**src/hdl/pcbm_pkg.sv**
```systemverilog
// pcbm_pkg: register indexes, division constants and the per-channel adjust function
// for the pixel contrast / brightness / gray-mask block. No dependencies.
`default_nettype none

package pcbm_pkg;

    localparam int CFG_INDEX_W = 3;
    localparam int CFG_DATA_W  = 9;

    typedef enum logic [CFG_INDEX_W-1:0] {
        CFG_CONTRAST   = 3'd0,
        CFG_BRIGHTNESS = 3'd1,
        CFG_OPACITY    = 3'd2,
        CFG_BLACK      = 3'd3,
        CFG_WHITE      = 3'd4
    } cfg_index_t;

    // x / 100 == (x * RECIP_100) >> RECIP_SHIFT for every value this block divides
    localparam int          RECIP_SHIFT  = 24;
    localparam logic [17:0] RECIP_100    = 18'd167773;
    // 255 * RECIP_100, for the brightness offset
    localparam logic [25:0] OFFSET_SCALE = 26'd42782115;

    localparam int GAIN_W   = 27;
    localparam int OFFSET_W = 10;

    localparam logic [8:0]  CONTRAST_RESET = 9'd100;
    localparam logic [7:0]  CENTRE         = 8'd127;

    // contrast stretch about the centre, clamp, brightness offset, clamp again
    function automatic logic [7:0] adjust_channel(
        input logic [7:0]                 chan,
        input logic [GAIN_W-1:0]          gain,
        input logic signed [OFFSET_W-1:0] offset
    );
        logic               below;
        logic [7:0]         delta;
        logic [34:0]        prod;
        logic [9:0]         quot;
        logic signed [11:0] stretched;
        logic [7:0]         stretch_clamped;
        logic signed [10:0] shifted;
        logic [7:0]         result;
        below = chan < CENTRE;
        delta = below ? (CENTRE - chan) : (chan - CENTRE);
        // gain is contrast times the rounded-up 2^24 / 100, so this is a truncating divide
        prod  = 35'(delta) * 35'(gain);
        quot  = prod[33:RECIP_SHIFT];
        if (below)
            stretched = 12'sd127 - $signed({2'b00, quot});
        else
            stretched = 12'sd127 + $signed({2'b00, quot});
        if (stretched < 12'sd0)
            stretch_clamped = 8'd0;
        else if (stretched > 12'sd255)
            stretch_clamped = 8'd255;
        else
            stretch_clamped = stretched[7:0];
        shifted = $signed({3'b000, stretch_clamped}) + $signed({offset[OFFSET_W-1], offset});
        if (shifted < 11'sd0)
            result = 8'd0;
        else if (shifted > 11'sd255)
            result = 8'd255;
        else
            result = shifted[7:0];
        return result;
    endfunction

endpackage

`default_nettype wire

```
**src/hdl/pixel_contrast_brightness_mask_top.sv**
```systemverilog
// pixel_contrast_brightness_mask_top: RGBA pixel contrast, brightness and gray mask.
// Uses pcbm_pkg. A pixel passes the input register, then the result register, before its
// result transfer; throughput one pixel per cycle while out_ready stays high, a held
// result stalls the input once both stages are full. Reset (async, active low) empties
// both stages and loads contrast 100, brightness 0, opacity 255, black 0, white 255.
`default_nettype none

module pixel_contrast_brightness_mask_top (
    input  wire logic                              clk,
    input  wire logic                              rst_n,
    input  wire logic                              cfg_we,
    input  wire logic [pcbm_pkg::CFG_INDEX_W-1:0]  cfg_index,
    input  wire logic [pcbm_pkg::CFG_DATA_W-1:0]   cfg_data,
    input  wire logic                              in_valid,
    output logic                                   in_ready,
    input  wire logic [7:0]                        in_red,
    input  wire logic [7:0]                        in_green,
    input  wire logic [7:0]                        in_blue,
    input  wire logic [7:0]                        in_alpha,
    output logic                                   out_valid,
    input  wire logic                              out_ready,
    output logic [7:0]                             out_red,
    output logic [7:0]                             out_green,
    output logic [7:0]                             out_blue,
    output logic [7:0]                             out_alpha
);

    // configuration, kept in the form the datapath uses
    logic [pcbm_pkg::GAIN_W-1:0]          gain_reg;
    logic signed [pcbm_pkg::OFFSET_W-1:0] offset_reg;
    logic [7:0]                           opacity_reg;
    logic [7:0]                           black_reg;
    logic [7:0]                           white_reg;

    logic [pcbm_pkg::GAIN_W-1:0]          gain_next;
    logic signed [pcbm_pkg::OFFSET_W-1:0] offset_next;
    logic                                 bright_neg;
    logic [7:0]                           bright_mag;
    logic [33:0]                          bright_prod;
    logic [8:0]                           offset_mag;

    always_comb
    begin
        gain_next   = pcbm_pkg::GAIN_W'(cfg_data) * pcbm_pkg::GAIN_W'(pcbm_pkg::RECIP_100);
        bright_neg  = cfg_data[7];
        bright_mag  = bright_neg ? (8'd0 - cfg_data[7:0]) : cfg_data[7:0];
        bright_prod = 34'(bright_mag) * 34'(pcbm_pkg::OFFSET_SCALE);
        offset_mag  = bright_prod[32:pcbm_pkg::RECIP_SHIFT];
        // truncation toward zero: divide the magnitude, then restore the sign
        offset_next = bright_neg ? -$signed({1'b0, offset_mag}) : $signed({1'b0, offset_mag});
    end

    always_ff @(posedge clk or negedge rst_n)
    begin
        if (!rst_n)
        begin
            gain_reg    <= pcbm_pkg::GAIN_W'(pcbm_pkg::CONTRAST_RESET)
                           * pcbm_pkg::GAIN_W'(pcbm_pkg::RECIP_100);
            offset_reg  <= '0;
            opacity_reg <= 8'd255;
            black_reg   <= 8'd0;
            white_reg   <= 8'd255;
        end
        else if (cfg_we)
        begin
            unique case (pcbm_pkg::cfg_index_t'(cfg_index))
                pcbm_pkg::CFG_CONTRAST:   gain_reg    <= gain_next;
                pcbm_pkg::CFG_BRIGHTNESS: offset_reg  <= offset_next;
                pcbm_pkg::CFG_OPACITY:    opacity_reg <= cfg_data[7:0];
                pcbm_pkg::CFG_BLACK:      black_reg   <= cfg_data[7:0];
                pcbm_pkg::CFG_WHITE:      white_reg   <= cfg_data[7:0];
                default:                  ;
            endcase
        end
    end

    // input register stage
    logic       s1_valid_reg;
    logic [7:0] s1_red_reg;
    logic [7:0] s1_green_reg;
    logic [7:0] s1_blue_reg;
    logic       s1_opaque_reg;
    logic       res_ready;

    assign res_ready = !out_valid || out_ready;
    assign in_ready  = !s1_valid_reg || res_ready;

    always_ff @(posedge clk or negedge rst_n)
    begin
        if (!rst_n)
            s1_valid_reg <= 1'b0;
        else if (in_ready)
            s1_valid_reg <= in_valid;
    end

    always_ff @(posedge clk)
    begin
        if (in_valid && in_ready)
        begin
            s1_red_reg    <= in_red;
            s1_green_reg  <= in_green;
            s1_blue_reg   <= in_blue;
            s1_opaque_reg <= (in_alpha != 8'd0);
        end
    end

    // datapath between the two registers
    logic [7:0]  red_next;
    logic [7:0]  green_next;
    logic [7:0]  blue_next;
    logic [12:0] gray_sum;
    logic [7:0]  gray;
    logic        masked;
    logic [7:0]  alpha_next;

    always_comb
    begin
        red_next   = pcbm_pkg::adjust_channel(s1_red_reg, gain_reg, offset_reg);
        green_next = pcbm_pkg::adjust_channel(s1_green_reg, gain_reg, offset_reg);
        blue_next  = pcbm_pkg::adjust_channel(s1_blue_reg, gain_reg, offset_reg);
        gray_sum   = 13'(red_next) * 13'd11 + (13'(green_next) << 4) + 13'(blue_next) * 13'd5;
        gray       = gray_sum[12:5];
        masked     = (gray < black_reg) || (gray > white_reg);
        alpha_next = (s1_opaque_reg && !masked) ? opacity_reg : 8'd0;
    end

    // result register
    logic out_valid_reg;
    logic [7:0] out_red_reg;
    logic [7:0] out_green_reg;
    logic [7:0] out_blue_reg;
    logic [7:0] out_alpha_reg;

    always_ff @(posedge clk or negedge rst_n)
    begin
        if (!rst_n)
            out_valid_reg <= 1'b0;
        else if (res_ready)
            out_valid_reg <= s1_valid_reg;
    end

    always_ff @(posedge clk)
    begin
        if (s1_valid_reg && res_ready)
        begin
            out_red_reg   <= red_next;
            out_green_reg <= green_next;
            out_blue_reg  <= blue_next;
            out_alpha_reg <= alpha_next;
        end
    end

    assign out_valid = out_valid_reg;
    assign out_red   = out_red_reg;
    assign out_green = out_green_reg;
    assign out_blue  = out_blue_reg;
    assign out_alpha = out_alpha_reg;

`ifndef SYNTHESIS
    // a pixel in the input stage with the result slot free moves on next cycle
    a_stage_advance: assert property (@(posedge clk) disable iff (!rst_n)
        (s1_valid_reg && res_ready) |=> out_valid)
        else $error("input stage did not advance into result register");

    // back-pressure only when both stages hold a pixel
    a_ready_full: assert property (@(posedge clk) disable iff (!rst_n)
        !in_ready |-> (s1_valid_reg && out_valid_reg))
        else $error("input stalled with a free stage");

    // an input transfer always lands in the input stage
    a_input_lands: assert property (@(posedge clk) disable iff (!rst_n)
        (in_valid && in_ready) |=> s1_valid_reg)
        else $error("accepted pixel lost");
`endif

endmodule

`default_nettype wire
```
**config.mk**
```make
export PLATFORM = sky130hd
export DESIGN_NAME = pixel_contrast_brightness_mask_top
export DESIGN_NICKNAME = d
export VERILOG_FILES = /design/src/hdl/pcbm_pkg.sv /design/src/hdl/pixel_contrast_brightness_mask_top.sv
export SDC_FILE = /design/constraint.sdc
export NUM_CORES = 2
export LEC_CHECK = 0
export ABC_CLOCK_PERIOD_IN_PS = 25500
export BUFFER_PORTS_ARGS = -buffer_cell sky130_fd_sc_hd__buf_4
export CORE_MARGIN = 10
export CORE_UTILIZATION = 50
export DETAILED_ROUTE_END_ITERATION = 8
export PLACE_DENSITY_LB_ADDON = 0.3
export REMOVE_ABC_BUFFERS = 1
export SLEW_MARGIN = 20
export SYNTH_ARGS = -nofsm -noshare
export SYNTH_HDL_FRONTEND = slang
export SYNTH_SLANG_ARGS = --single-unit
```
**constraint.sdc**
```tcl
create_clock -name clk -period 25.5 [get_ports clk]
set_clock_uncertainty 0.1 [all_clocks]
set_input_delay 5.1 -clock clk [delete_from_list [all_inputs] [get_ports clk]]
set_output_delay 5.1 -clock clk [all_outputs]
set_load 0.03 [all_outputs]
```
# --- Yosys cells after proc, flatten, opt, wreduce, memory -nomap -nowiden ---
# Index checks and enable logic that the tools add are counted.
totals:
  register_bits: 120
  word_cells: 98
classes:
  n_reduce_logical: 16
  multipliers: 7
  order_cmp: 17
  eq_ne: 4
  n_addsub: 19
  mux: 20
ops:
  columns: ["op", "n"]
  rows:
  - ["$mux W8", 16]
  - ["$mul A8 B27 Y34", 3]
  - ["$gt A12 B9 Y1 const B", 3]
  - ["$lt A12 B1 Y1 const B", 3]
  - ["$mux W12", 3]
  - ["$add A7 B10 Y11 const A", 3]
  - ["$add A9 B10 Y11", 3]
  - ["$gt A11 B9 Y1 const B", 3]
  - ["$lt A11 B1 Y1 const B", 3]
  - ["$mul A8 B26 Y33 const B", 1]
  - ["$sub A7 B10 Y11 const A", 3]
  - ["$mul A9 B18 Y27 const B", 1]
  - ["$lt A8 B7 Y1 const B", 3]
  - ["$sub A7 B8 Y8 const A", 3]
  - ["$sub A8 B7 Y8 const B", 3]
  - ["$add A12 B12 Y13", 1]
  - ["$add A13 B11 Y13", 1]
  - ["$mul A8 B4 Y12 const B", 1]
  - ["$mul A8 B3 Y11 const B", 1]
  - ["$mux W10", 1]
  - ["$neg A9 Y10", 1]
  - ["$reduce_and A2 Y1", 5]
  - ["$gt A8 B8 Y1", 1]
  - ["$lt A8 B8 Y1", 1]
  - ["9 further kinds", 16]

# --- Longest topological paths before layout ---
depth:
  depth_word: 19
  ltp_mapped: 68

# --- Least setup slack after synthesis ---
# OpenSTA, ideal clock, no wires.
synth_timing:
  path_kind: "register to register"
  from: "register s1_blue_reg[1]"
  to: "register out_alpha_reg[0], in the netlist out_alpha[0] (data pin)"
  path_slack_ns: 11.245
  stages_incl_launch_ff: 54
  path_buffers: 2
  arrival_time_ns: 13.899
  setup_ns: 0.256
  path_cell_list: "edfxtp_1 ha_1 and3_1 a21oi_1 a31oi_1 xnor2_1 clkbuf_1 and2_1 fa_1 fa_1 fa_1 fa_1 ha_1 a2111oi_0 o221ai_1 a221oi_1 o21ai_0 o221ai_2 (+18 left out) o22ai_1 o21a_1 ha_1 fa_1 fa_1 fa_1 ha_1 or2_2 a21oi_1 a211oi_1 o31a_1 nor2_1 ha_1 a21o_1 a211o_1 or3_1 buf_1 o211a_1"
synth_via:
  elab_chain_cells: 18
synth_lines:
  columns: ["element", "line", "rtl"]
  rows:
  - ["start: declaration", "pixel_contrast_brightness_mask_top.sv:81", "logic [7:0] s1_blue_reg;"]
  - ["start signal: assignment", "pixel_contrast_brightness_mask_top.sv:102", "s1_blue_reg <= in_blue;"]
  - ["$sub A8 B7 Y8, or another cell as far along", "pcbm_pkg.sv:45", "delta = below ? (CENTRE - chan) : (chan - CENTRE);"]
  - ["$mux W8", "pcbm_pkg.sv:45", null]
  - ["$mul A8 B27 Y34", "pcbm_pkg.sv:47", "prod = 35'(delta) * 35'(gain);"]
  - ["$add A7 B10 Y11 or $sub A7 B10 Y11 (tied branches)", "pcbm_pkg.sv:52, pcbm_pkg.sv:50", null]
  - ["$mux W12 (*)", "pcbm_pkg.sv:49", "if (below)"]
  - ["$gt A12 B9 Y1", "pcbm_pkg.sv:55", "else if (stretched > 12'sd255)"]
  - ["$mux W8", "pcbm_pkg.sv:55", null]
  - ["$mux W8 (*)", "pcbm_pkg.sv:53", "if (stretched < 12'sd0)"]
  - ["(+3 left out)", null, null]
  - ["$mux W8 (*)", "pcbm_pkg.sv:60", "if (shifted < 11'sd0)"]
  - ["named net blue_next[3]", "pixel_contrast_brightness_mask_top.sv:110", "logic [7:0] blue_next;"]
  - ["$mul A8 B3 Y11 (*)", "pixel_contrast_brightness_mask_top.sv:121", "gray_sum = 13'(red_next) * 13'd11 + (13'(green_next) << 4) + 13'(blue_next) * 13'd5;"]
  - ["$add A13 B11 Y13 (*)", "pixel_contrast_brightness_mask_top.sv:121", null]
  - ["$lt A8 B8 Y1 or $gt A8 B8 Y1 (tied branches)", "pixel_contrast_brightness_mask_top.sv:123", "masked = (gray < black_reg) || (gray > white_reg);"]
  - ["$logic_or A1 B1 Y1 (*)", "pixel_contrast_brightness_mask_top.sv:123", null]
  - ["$logic_not A1 Y1 (*)", "pixel_contrast_brightness_mask_top.sv:124", "alpha_next = (s1_opaque_reg && !masked) ? opacity_reg : 8'd0;"]
  - ["$logic_and A1 B1 Y1 (*)", "pixel_contrast_brightness_mask_top.sv:124", null]
  - ["end signal: assignment", "pixel_contrast_brightness_mask_top.sv:149", "out_alpha_reg <= alpha_next;"]
  - ["end: declaration", "pixel_contrast_brightness_mask_top.sv:132", "logic [7:0] out_alpha_reg;"]
# The timed path passes the listed nets; every way through them passes the cells marked *.
# A chain may end at the register's enable or synchronous reset.

# --- Final worst setup path ---
layout_timing:
  from: "register s1_blue_reg[0]"
  to: "register out_alpha_reg[5], in the netlist out_alpha[5] (data pin)"
# The elaborated chain is that of the path after synthesis.

==> flow_metrics.py <==
metrics = {
    "timing": {
        "slew_violations": 0,
        "finalHoldViolCount": 0,
        "timing.fmax_mhz": 62.19,
        "rsz0062_at_grt": "false",
        "fin_crit_ns": 16.08,
        "tightest_slew_ns": 1.150,
        "setup_ws_ns": 9.420,
        "fin_crit_sh_pct": 63.06,
        "finalSetupTns_ns": 0,
        "maxSlewHeadroom_pct": 23.36,
        "setup_viol": 0,
    },
    "clock_tree": {
        "cts_max_level": 4,
        "cts_resized": 0,
        "clk_latency_ns": 0.45,
        "cts_made_buffers": 17,
        "cts_buffer_depth": 2,
        "cts_tree": "done",
        "clock_sinks": 120,
        "post_cts_buffers": 0,
        "clk_pin_slew_worst_paths_ns": 0.06,
        "holdBufCountCts": 0,
        "cts-root-buf": "clkbuf_16",
    },
    "global_routing": {
        "antenna_found_initial": 0,
        "grt_pass1_vias": 26390,
        "grt_max_degree": 64,
        "met3_usage_pct": 3.091,
        "met1_usage_pct": 28.78,
        "grt_overflow": 0,
        "grtUsageTotal_pct": 22.19,
        "grtUsageMet2_pct": 38.39,
        "gr-max-usage-layer": "met2",
        "grt_first_pass_wirelength_um": 139400,
    },
    "cells_and_area": {
        "layout.cells.most_common_list": "635 x inv_1, 551 x fa_1, 418 x and2_1",
        "largest_register_ffs": 27,
        "nFillCells": 5985,
        "drive_gt1_share_pct": 6.546,
        "fin_nets": 4603,
        "n_antenna_cell": 0,
        "final_common_cell": "inv_1",
        "syn_to_final_growth_pct": 6.370,
        "seq_area_um2": 3316,
        "multi_input_area_um2": 26860,
    },
    "synthesis": {
        "syn_inst": 3616,
        "ys_ff_latch": 120,
        "synth_xor_xnor_area_share_pct": 3.388,
        "yosysTopAreaCellShare_pct": 33.41,
        "ys.flop_type": "edfxtp_1",
        "ys_warn_count": 0,
        "ys_top_cells_by_area": "fa_1 33%, ha_1 14%, and2_1 7.9%, inv_1 7.2%, edfxtp_1 5.2%",
        "yosys.area.top_type": "fa_1",
        "synth_seq_area_share_pct": 10.03,
        "muxShareOfSynthArea_pct": 0.7579,
        "synth_simple_gate_area_share_pct": 18.29,
        "synth_cell_types": 100,
        "synth_compound_area_share_pct": 10.93,
        "synthAdderAreaFrac_pct": 47.81,
        "synth_edf_count": 57,
        "syn_area_per_cell_um2": 9.131,
        "syn_area_um2": 33020,
        "synthArstFlopShare_pct": 52.50,
        "synth_top_family_by_area": "adder cells",
    },
    "critical_path": {
        "max_stage_delay_ns": 0.61,
        "worst_path_max_delay_cell": "a21oi_1",
        "worstSetupPathType": "register to register",
        "critPathRequiredTime_ns": 25.60,
        "crit_fanout": 29,
        "critPathCaptureType": "register",
        "crit_path_start_kind": "register",
        "r2r_cells": 53,
        "crit_arrival_ns": 16.18,
    },
    "route": {
        "vias_per_cell": 5.581,
        "drt_iter0_drc": 1554,
        "dr.pass1.iters": 7,
        "ant_nets": 0,
        "wl_um": 83470,
        "vias": 25110,
        "wire_per_inst_um": 18.55,
        "remaining_drc_errors": 0,
    },
    "placed_design": {
        "dp_worst_setup_slack_ns": 9.531,
        "dpl.hpwl_um": 64120,
        "gp_congestion": 0.8782,
        "port_buffers": 82,
    },
    "outcome": {
        "status": "completed",
    },
    "floorplanning": {
        "core.rowCount": 94,
        "io-pin-count": 83,
        "core_um2": 65630,
        "die-area_um2": 76720,
        "start_util_pct": 50.31,
        "die_y_um": 277.0,
        "die_w_um": 277.0,
    },
    "job": {
        "maxCapViolations": 0,
    },
    "hold_path": {
        "hp-class": "register to register",
        "whs_path_depth": 2,
    },
}
## metrics by stage
step / hold slack, ns / area [um^2] / util [%] / std cells
finish: 0.3873 / 35120 / 53.52 / 4500
global route: 0.4108 / 35120 / 53.52 / 4500
CTS: 0.3893 / 35120 / 53.51 / 4500
detailed placement: 0.3765 / 34580 / 52.68 / 4468
global placement: 0.3622 / 34580 / 52.68 / 4468
floorplan: 0.3490 / 32510 / - / 3480
## cell families (layout without fill, tap and decap cells)
logic type / Yosys count / count (layout)
simple gates: 1123 / 1123
fa+ha+maj: 931 / 931
buf+inv: 773 / 793
compound gates: 522 / 522
xor+xnor: 124 / 124
flops: 120 / 120
mux: 23 / 23
## synth_stat cells (all sizes together) (9+ instances only)
cell type and instances:
inv 636, fa 551, and2 421, ha 380, nand2 303, clkbuf 132, o21ai 122, a21oi 102
nor2 85, nand2b 81, xnor2 76, a21o 62, edfxtp 57, xor2 47, dfrtp 43, nand3 42
nor3 42, o21a 39, nor2b 29, a31oi 27, nand4 27, and3 25, a211oi 20, dfstp 20
or3 18, nor4 17, mux2 16, o31ai 16, o21bai 15, o211a 12, o211ai 12, o41ai 12
or2 10, a2111oi 9
## critical path: cells and delay by family, from the launching register on
kind	cells	cell delay, ns
adders and majority gates	14	5.52
buffers and inverters	3	0.62
muxes	1	0.26
xor gates and xnor gates	3	0.66
DFF	1	0.35
and+or+nand+nor	8	1.69
AOI/OAI and AO/OA	24	6.62
## layout make-up
| cell class | count | area share, % |
|---|---|---|
| Clock buffer | 18 | 1.222 |
| Clock inverter | 14 | 0.3242 |
| Inverter | 637 | 6.808 |
| Multi-Input combinational cell | 2723 | 76.48 |
| Sequential cell | 120 | 9.441 |
| Tap cell | 864 | 3.078 |
| Timing Repair Buffer | 124 | 2.651 |
## worst paths after layout
path	from	endpoint	slack, ns
max	s1_blue_reg[0]	out_alpha[5]	9.42
min	gain_reg[1]	gain_reg[1]	0.39
max reg2reg	s1_blue_reg[0]	out_alpha[5]	9.42
min reg2reg	gain_reg[1]	gain_reg[1]	0.39
max in group asynchronous	rst_n	gain_reg[7]	20.03
min in group asynchronous	rst_n	s1_valid_reg	4.64
## metal layers
| layer | part of all wire (%) | wire length (um) | vias up |
|---|---|---|---|
| met1 | 43 | 35830 | 12620 |
| met5 | 0 | 0 | - |
| li1 | - | - | 11640 |
| met4 | 2.3 | 1957 | 0 |
| met3 | 5.7 | 4743 | 130 |
| met2 | 49 | 40930 | 730 |
Power is not shown: default switching activity piles up to over one toggle a cycle in this logic, so the estimate is an artifact.
